<file path="src/rtl/bbr_pkg.sv">
// ----------------------------------------------------------------------------
// Box blur package
// Shared sizes, word types and arithmetic constants for the 5x5 box blur.
// ----------------------------------------------------------------------------
package bbr_pkg;

   // Frame geometry.
   localparam int MAX_WIDTH   = 1024;
   localparam int LINE_STORES = 4;
   localparam int WIN         = LINE_STORES + 1;
   localparam int COL_W       = $clog2(MAX_WIDTH);
   localparam int ROW_W       = 16;
   localparam int FW_W        = 11;
   localparam int MIN_SIZE    = 5;

   // Window position rules: the window is full from this column and row on,
   // and the centre sits this far behind the incoming pixel.
   localparam int EMIT_START  = WIN - 1;
   localparam int CENTRE_OFS  = WIN / 2;

   // Register reset values.
   localparam int FRAME_WIDTH_RESET  = 640;
   localparam int FRAME_HEIGHT_RESET = 480;

   // Pixel and sum widths.
   localparam int CH_W      = 8;
   localparam int PIX_W     = 3 * CH_W;
   localparam int LINE_W    = LINE_STORES * PIX_W;
   localparam int COLSUM_W  = CH_W + $clog2(WIN);
   localparam int WINSUM_W  = CH_W + $clog2(WIN * WIN);

   // Division by 25 as a multiply by a rounded-up reciprocal. The error of
   // the reciprocal stays below one part in 25 of the largest window sum.
   localparam int RECIP_SHIFT = 18;
   localparam int RECIP       = ((1 << RECIP_SHIFT) + WIN * WIN - 1) / (WIN * WIN);
   localparam int RECIP_W     = $clog2(RECIP + 1);
   localparam int PROD_W      = WINSUM_W + RECIP_W;

   // Configuration register indexes.
   typedef enum logic {
      REG_FRAME_WIDTH  = 1'b0,
      REG_FRAME_HEIGHT = 1'b1
   } reg_index_type;

   // Input word: one pixel, first channel in the low bits.
   typedef struct packed {
      logic [CH_W-1:0] chan2;
      logic [CH_W-1:0] chan1;
      logic [CH_W-1:0] chan0;
   } req_word_type;

   // Result word: one blurred centre pixel.
   typedef struct packed {
      logic [COL_W-1:0] centre_col;
      logic [ROW_W-1:0] centre_row;
      logic [CH_W-1:0]  blur0;
      logic [CH_W-1:0]  blur1;
      logic [CH_W-1:0]  blur2;
      logic             frame_end;
   } rsp_word_type;

   // Sum of one window column, per channel.
   typedef struct packed {
      logic [COLSUM_W-1:0] c0;
      logic [COLSUM_W-1:0] c1;
      logic [COLSUM_W-1:0] c2;
   } colsum_type;

   // Running sum along the cell chain, per channel.
   typedef struct packed {
      logic [WINSUM_W-1:0] c0;
      logic [WINSUM_W-1:0] c1;
      logic [WINSUM_W-1:0] c2;
   } winsum_type;

   // Position data that travels with a pixel down the pipeline.
   typedef struct packed {
      logic [COL_W-1:0] col;
      logic [ROW_W-1:0] row;
      logic             frame_end;
   } meta_type;

endpackage

</file>
<file path="src/rtl/bbr_cell.sv">
// ----------------------------------------------------------------------------
// Box blur window cell
// Holds the channel sums of one window column, hands them to the next cell
// on every pixel, and adds them into the running window sum.
// ----------------------------------------------------------------------------
module bbr_cell (
   input  logic                 clock,
   input  logic                 shift,
   input  bbr_pkg::colsum_type  col_prev,
   output bbr_pkg::colsum_type  col_next,
   input  bbr_pkg::winsum_type  part_prev,
   output bbr_pkg::winsum_type  part_next
);

   bbr_pkg::colsum_type col_ff;

   // Take the neighbor's column when a pixel moves the window.
   always_ff @(posedge clock) begin
      if (shift) begin
         col_ff <= col_prev;
      end
   end

   assign col_next = col_ff;

   // Add this column into the sum coming down the chain.
   always_comb begin
      part_next.c0 = part_prev.c0 + bbr_pkg::WINSUM_W'(col_ff.c0);
      part_next.c1 = part_prev.c1 + bbr_pkg::WINSUM_W'(col_ff.c1);
      part_next.c2 = part_prev.c2 + bbr_pkg::WINSUM_W'(col_ff.c2);
   end

endmodule

</file>
<file path="config.mk">
export PLATFORM = sky130hd
export DESIGN_NAME = bbr_cell
export DESIGN_NICKNAME = d
export VERILOG_FILES = /design/src/rtl/bbr_pkg.sv /design/src/rtl/bbr_cell.sv
export SDC_FILE = /design/constraint.sdc
export NUM_CORES = 1
export LEC_CHECK = 0
export ABC_AREA = 1
export BUFFER_PORTS_ARGS = -buffer_cell sky130_fd_sc_hd__buf_2
export CAP_MARGIN = 10
export CELL_PAD_IN_SITES_DETAIL_PLACEMENT = 0
export CELL_PAD_IN_SITES_GLOBAL_PLACEMENT = 1
export CORE_MARGIN = 4
export CORE_UTILIZATION = 29
export CTS_CLUSTER_SIZE = 40
export DETAILED_ROUTE_END_ITERATION = 16
export HOLD_SLACK_MARGIN = 0.12
export PLACE_DENSITY_LB_ADDON = 0.2
export SLEW_MARGIN = 20
export SYNTH_ARGS = -nofsm -noshare
export SYNTH_HDL_FRONTEND = slang
export SYNTH_SLANG_ARGS = --single-unit
export TNS_END_PERCENT = 1
</file>
<file path="constraint.sdc">
create_clock -name clock -period 1.8 [get_ports clock]
set_input_delay 0.27 -clock clock [delete_from_list [all_inputs] [get_ports clock]]
set_output_delay 0.27 -clock clock [all_outputs]
set_load 0.05 [all_outputs]
</file>
==> metrics.txt, run 1 <==
cells after synthesis=between 400 and 500; Leakage=2.78 nW; failing checks=negative setup slack; pre-CTS setup slack=-0.207 ns; clock net sink count=33; Hold Fails Final Rpt=0; Crit Path Max Fanout=4; port bufs=145; net count after synthesis=536; top cell family by delay on the critical path=adder cells; largest net degree at the start of global routing=22; H-tree depth=2; CP required=1.53 ns; RePlAce Congestion=just over 0.8; clock group share of total power=15.2%; Ports=146; per-cell routed wire length=12.1 µm; type of the worst min-delay path=in -> reg; post-route setup TNS=-9.74 ns; CP Cell Sequence=ha_2 -> fa_2 -> nand3_2 -> nand3_4 -> nand2_1 -> nand2_2 -> xor2_4 -> buf_6; initial core utilization=29.6%; sequential element share of the synthesized area=32.6%; crit path time final=2.18 ns; clk slew on worst S/H paths=0.08 ns; final setup vio count=36; status=complete, but fails checks; final core occ=53.2%; CTS Buf Count=5; crit path DAT=roughly 1.9 ns; layout cells sized above 1=~47%; Site Rows=37; P_int=2.45 mW; period utilization=121%; Tightest Pin Transition=0.351 ns; placed cell count=758; initial drt markers=86; Synth Register Bits=33; # hold bufs at CTS=0; initial antenna violation count=1; Finished Layout Cells=about 770; switching share of power=46.4%; vias in the first global route=3,203; CTS tree=built; syn_area_per_cell=roughly 7 µm²; GRT overflow=0; Startpoint Class=flip-flop; setup ws final=-0.381 ns; YS warnings=0; post-place instance area=4670 µm²; final net count=745; first-pass GRT wire length=~14,000 µm; post-DR vias/cell=about 4.3; Fin Hold WS=0.155 ns; dpl hpwl=~7800 µm; most frequent cells in the layout=148 x nand2_1, 109 x buf_2, 81 x inv_1, 56 x buf_4, 33 x edfxtp_1; clock root cell=clkbuf_8; Netlist cell types=13; WP buf/inv=1; Routed WL=9320 µm; CP Class=reg -> out; area delta synth->final=80.0%; GRT Total Usage=15.0%; most common cell after layout, fill and taps aside=nand2_1; PD cells=around 840 nW/µm²; endpoint class of the critical path=output port; DR DRC count=0; crit-path max cell delay=0.40 ns; maximum vdd ir drop=451 µV; Slowest-stage cell, CP=edfxtp_1; Die Span X=110 µm; Slew HR=76.6%; Seq pwr share=21.3%; Max clock buf depth=2; Post-Syn Area=3040 µm²; ANT nets after route=0; Max-Cap Viols=0; via count=3,349; Fmax=458 MHz; final instance area=5470 µm²; DRT Pass-1 Iters=4; ANT cells=0; total design power=4.57 mW; Die ar.=around 12,000 µm²; max reg flops=33; Logic pwr share=63.5%; Die Y=110 µm; unrepaired setup endpoints after global routing=yes; area of the core=10,300 µm²; NetSw=2.12 mW; Slew Viols, Final=0
timing repair:
| item | 4_1_cts | 5_1_grt |
|---|---|---|
| setup buffers | 4 | 2 |
| resized for setup | 111 | 18 |
| setup endpoints to repair | 36 | 36 |
| pin swaps | 18 | 13 |
path summary, 6_finish.rpt:
kind,startpoint,cells past startpoint,endpoint
worst max-delay path,col_next[11],8,part_next[19]
worst min-delay path,col_prev[31],1,col_next[31]
metal layers:
metal	GRT usage, %	wire (µm)	vias up
met5	0	7	-
met4	3.43	89	2
met3	4.25	741	10
met2	24.4	4460	102
met1	19.9	4020	1494
li1	-	-	1741
kinds of logic after synthesis:
kind of cell	share of synthesized area, %
AND/OR/NAND/NOR	33.6
XOR/XNOR	6.05
buffers and inverters	10.0
flip-flops	32.6
AO/OA/AOI/OAI	2.22
adder cells (fa/ha/maj)	15.6
cells in the mapped netlist:
cell type    n  area [µm²]
nand3_1     30         150
xor2_1      21         184
nand3_2      6        60.1
nor2_1      23        86.3
edfxtp_1    33         991
ha_1        33         413
nand4_1     12        75.1
a21boi_0     3        22.5
nor2_2       1        6.26
nand2_1    171         642
a21oi_1      9        45.0
fa_1         3        60.1
inv_1       81         304
cell type report:
cell class	instances	area (µm²)
tap	136	170
multi-input combinational	312	2490
timing repair buffer	202	1410
inverter	81	304
clock buffer	6	72.6
clock inverter	2	33.8
sequential	33	991
fill	1018	4810
power by group through the flow:
stage / Combinational [mW] / Clock, mW / Sequential [mW]
floorplan: 1.58 / 0 / 1.18
global placement: 2.45 / 0 / 0.967
detailed placement: 2.45 / 0 / 0.970
CTS: 2.87 / 0.730 / 0.972
global route: 3.11 / 0.761 / 0.983
finish: 2.90 / 0.695 / 0.976
Power figures use the tool's default switching activity.
==> run 2, diff against run 1 <==
BUFFER_PORTS_ARGS = default   (was -buffer_cell sky130_fd_sc_hd__buf_2)
CORE_MARGIN = default   (was 4)
CORE_UTILIZATION = 40   (was 29)
DONT_BUFFER_PORTS = 1   (was default)
==> run 2 against run 1 <==
Effect of this change:
- fmax is 6.0% lower
- largest cell class unchanged
- combinational power is 17% higher
- global-route usage increased by 12 points
- die area fell by 35%
- the run still ends with negative setup slack left
- first-iteration DRC count shrank 1.2%
- critical path type unchanged
- critical endpoint is now part_next[34]
- cell area grew 5.7%
- via count barely moved
==> metrics.txt, run 2 (synthesis results as in run 1) <==
crit path DAT=2.05 ns (+0.14 ns); via count=3,346 (-0.090%); first-pass GRT wire length=16,000 µm (+10%); CP required=1.53 ns (about the same); most frequent cells in the layout=141 x nand2_1, 82 x buf_4, 80 x inv_1, 34 x buf_12; initial drt markers=85 (-1.2%); Max clock buf depth=2 (unchanged); area of the core=7290 µm² (-29%); ANT cells=0 (unchanged); Slew Viols, Final=0 (unchanged); PD cells=855 nW/µm² (+2.3%); period utilization=129% (+7.7 points); Die Span X=89.2 µm (-19%); post-DR vias/cell=4.90 (+13%); H-tree depth=2 (unchanged); Slew HR=80.2% (+3.6 points); per-cell routed wire length=15.8 µm (+31%); Fillers=488 (-52%); Startpoint Class=flip-flop; dpl hpwl=7050 µm (-9.5%); Die Y=89.2 µm (-19%); Site Rows=31 (-16%); total design power=4.94 mW (+8.2%); initial antenna violation count=0 (-1); Crit Path Max Fanout=4 (unchanged); final setup vio count=36 (unchanged); Leakage=2.72 nW (-2.1%); initial core utilization=41.7% (+12 points); Routed WL=10,800 µm (+15%); GRT Total Usage=26.9% (+12 points); Finished Layout Cells=683 (-12%); Die ar.=7950 µm² (-35%); most common cell after layout, fill and taps aside=nand2_1; Tightest Pin Transition=0.294 ns (-0.0563 ns); CP Class=reg -> out; max reg flops=33 (unchanged); Hold Fails Final Rpt=0 (unchanged); Sequential Area=991 µm² (unchanged); DR DRC count=0 (unchanged); port bufs=0 (-100%); area delta synth->final=90.2%; Ports=146 (unchanged); Multi-input gate area=2640 µm² (+6.0%); GRT overflow=0 (unchanged); placed cell count=633 (-16%); status=complete, but fails checks; failing checks=negative setup slack; largest net degree at the start of global routing=34 (+55%); clock net sink count=33 (unchanged); maximum vdd ir drop=559 µV (+24%); CTS tree=built; Fmax=431 MHz (-6.0%); unrepaired setup endpoints after global routing=yes; setup ws final=-0.520 ns (-0.138 ns); final net count=693 (-7.0%); clock root cell=clkbuf_8; crit path time final=2.32 ns (+0.138 ns); CTS Buf Count=5 (unchanged); vias in the first global route=3,415 (+6.6%); RePlAce Congestion=0.833 (+2.6%); DRT Pass-1 Iters=4 (unchanged); type of the worst min-delay path=in -> reg; clk slew on worst S/H paths=0.08 ns (about the same); ANT nets after route=0 (unchanged); Max-Cap Viols=0 (unchanged); endpoint class of the critical path=output port; layout cells sized above 1=38.9% (-8.6 points)
[run 2: cell types whose count changed in the layout (fill, tap and decap cells not counted), sizes merged]
| cell | change |
|---|---|
| buf | -85 |
| bufinv | -1 |
| clkinv | +1 |
| dlygate4sd3 | +33 |
[run 2: cell type report]
type	instances	share of cell area [%]
Clock buffer	6	1.26
Clock inverter	2	0.173
Inverter	81	5.26
Multi-Input combinational cell	312	45.7
Sequential cell	33	17.1
Tap cell	99	2.14
Timing Repair Buffer	150	28.3
[run 2: worst paths after layout]
kind,endpoint,cells past startpoint,startpoint
worst min-delay path,col_next[12],1,shift
worst max-delay path,part_next[34],8,col_next[22]
[run 2: what timing repair did]
action / CTS / global route
gates resized for setup: 49 / 24
endpoints found under the hold margin: 66 / 0
pin swaps: 21 / 8
setup endpoints to repair: 36 / 36
hold buffers: 34 / 0
buffers inserted: 2 / 6
[run 2: metal layers]
| layer | vias to the layer above | wire length, µm | global-route usage, % |
|---|---|---|---|
| met5 | - | 0 | 0 |
| met4 | 0 | 213 | 8.80 |
| met3 | 18 | 679 | 5.54 |
| met2 | 117 | 5830 | 50.9 |
| met1 | 1573 | 4040 | 29.8 |
| li1 | 1638 | - | - |
[run 2: worst max-delay path, cell delays in order (launching register included)]
cell	delay (ns)
edfxtp_1	0.45
ha_4	0.20
fa_2	0.35
nand3_2	0.12
nand3_4	0.13
nand2_2	0.12
nand2_4	0.06
xor2_4	0.16
buf_12	0.15
[run 2: power breakdown]
group,switching [mW],leakage (nW),internal [mW]
combinational,1.89,2.36,1.51
sequential,0.0708,0.323,0.917
clock,0.291,0.0450,0.268
[run 2: through the flow]
stage | area [µm²] | worst slack (ns) | hold WS (ns) | utilization [%] | TNS (ns)
2_1_floorplan | 3380 | -0.444 | 0.369 | - | -12.73
3_3_place_gp | 4730 | -0.0851 | 0.369 | 64.8 | -1.04
3_5_place_dp | 4730 | -0.159 | 0.369 | 64.8 | -1.97
4_1_cts | 5600 | -0.479 | 0.322 | 76.8 | -11.04
5_1_grt | 5780 | -0.577 | 0.317 | 79.3 | -14.99
6_report | 5780 | -0.520 | 0.324 | 79.3 | -12.00
==> run 3, diff against run 2 <==
CORE_UTILIZATION = 47   (was 40)
clock period = 2.96 ns   (was 1.8 ns; I/O delays follow)
==> run 3 against run 2 <==
Effect of this change:
- the run now ends clean
- global-route usage fell by 5.1 points
- clock power down 27%
- via count fell by 16%
- die area decreased by 15%
- sequential power decreased by 41%
- final cell count is 17% lower
- critical path depth shrank 1
- first-iteration DRC count is 12% higher
- count of clock-buffer cells in the layout unchanged
==> metrics.txt, run 3 (synthesis results as in run 1) <==
status=completed; Slowest-stage cell, CP=fa_1; PD cells=609 nW/µm² (-29%); largest net degree at the start of global routing=34 (unchanged); initial drt markers=95 (+12%); Routed WL=7250 µm (-33%); clk slew on worst S/H paths=0.07 ns (about the same); Fmax=around 380 MHz; Site Rows=28 (-9.7%); vias in the first global route=2,619 (-23%); Tightest Pin Transition=0.521 ns (+0.226 ns); CTS Buf Count=5 (unchanged); via count=2,804 (-16%); DRT Pass-1 Iters=5 (+1); port bufs=0 (unchanged); Startpoint Class=flip-flop; post-route setup TNS=0 ns (+12.00 ns); post_cts resized=0 (-100%); Max-Cap Viols=0 (unchanged); final instance area=3650 µm² (-37%); dpl hpwl=6250 µm (-11%); GRT overflow=0 (unchanged); endpoint class of the critical path=output port; post-CTS setup buffer count=0 (-2); placed cell count=556 (-12%); most frequent cells in the layout=171 x nand2_1, 81 x inv_1, 55 x buf_4, 33 x ha_1, 33 x edfxtp_1; CP Class=reg -> out; pre-CTS setup slack=0.617 ns (+0.776 ns); max reg flops=33 (unchanged); Ports=146 (unchanged); CP most frequent cell=nand3_1; Leakage=2.06 nW (-24%); DR DRC count=0 (unchanged); most common cell after layout, fill and taps aside=nand2_1; maximum vdd ir drop=412 µV (-26%); clock net sink count=33 (unchanged); GRT Total Usage=21.8% (-5.1 points); first-pass GRT wire length=11,200 µm (-30%); ANT cells=0 (unchanged); Hold Fails Final Rpt=0 (unchanged); RePlAce Congestion=0.860 (+3.3%); CP Cell Sequence=ha_1 -> fa_1 -> nand3_1 -> nand3_2 -> nand3_1 -> nand4_1 -> nand2_1; post-DR vias/cell=4.97 (+1.5%); unrepaired setup endpoints after global routing=no; Slew HR=65.2% (-15 points); area of the core=6060 µm² (-17%); H-tree depth=2 (unchanged); CP required=2.52 ns (+0.99 ns); initial core utilization=50.1% (+8.5 points); layout cells sized above 1=13.9% (-25 points); CTS tree=built; # hold bufs at CTS=0 (-100%); Die ar.=6790 µm² (-15%); post-place instance area=3550 µm² (-25%); clock root cell=clkbuf_8; type of the worst min-delay path=in -> reg; final setup vio count=0 (-100%); ANT nets after route=0 (unchanged); final net count=598 (-14%); Crit Path Max Fanout=4 (unchanged); per-cell routed wire length=12.8 µm (-18%); area delta synth->final=20.2%; crit-path max cell delay=0.44 ns (about the same); period utilization=88.5%; Max clock buf depth=2 (unchanged); Finished Layout Cells=564 (-17%); initial antenna violation count=0 (unchanged); Die Span X=82.4 µm (-7.6%); crit path DAT=2.17 ns (+0.12 ns); Die Y=82.4 µm (-7.6%); crit path time final=between 2 and 3 ns; setup ws final=0.342 ns (+0.861 ns); final core occ=60.3% (-19 points); Slew Viols, Final=0 (unchanged)
run 3: area by class of cell:
| cell class | count | area (µm²) |
|---|---|---|
| fillers | 624 | 2410 |
| multi-input cells | 312 | 1740 |
| flip-flops and latches | 33 | 991 |
| repair buffers | 55 | 413 |
| inverters | 81 | 304 |
| well taps | 75 | 93.8 |
| clock buffers | 6 | 72.6 |
| clock inverters | 2 | 33.8 |
run 3: metrics by stage:
stage / hold WS [ns] / power [mW]
after floorplan: 0.543 / 1.55
after detailed placement: 0.543 / 1.83
after CTS: 0.247 / 2.24
after global routing: 0.240 / 2.35
final: 0.256 / 2.23
after global placement: 0.543 / 1.82
run 3: critical path: cells and delay by family, from the launching register on:
kind	cells	cell delay, ns
adders and majority gates	2	0.70
DFF	1	0.40
and+or+nand+nor	5	0.80
run 3: final timing paths:
check / startpoint / endpoint / slack, ns / cells after the start
max: col_next[22] / part_next[38] / 0.34 / 7
min: col_prev[21] / col_next[21] / 0.26 / 0
run 3: per-layer routing:
layer | global-route usage (%) | share of wire (%) | up-vias
met5 | 0 | 0 | -
met4 | 3.86 | 0.59 | 0
met3 | 5.71 | 7.8 | 4
met2 | 39.1 | 49 | 108
met1 | 26.2 | 42 | 1217
li1 | - | - | 1475
run 3: report_power, final:
part | internal (mW) | total [mW] | switching (mW) | leakage [nW]
sequential | 0.558 | 0.582 | 0.0243 | 0.323
combinational | 0.329 | 1.23 | 0.904 | 1.69
clock | 0.248 | 0.410 | 0.162 | 0.0528
total | 1.13 | 2.23 | 1.09 | 2.06
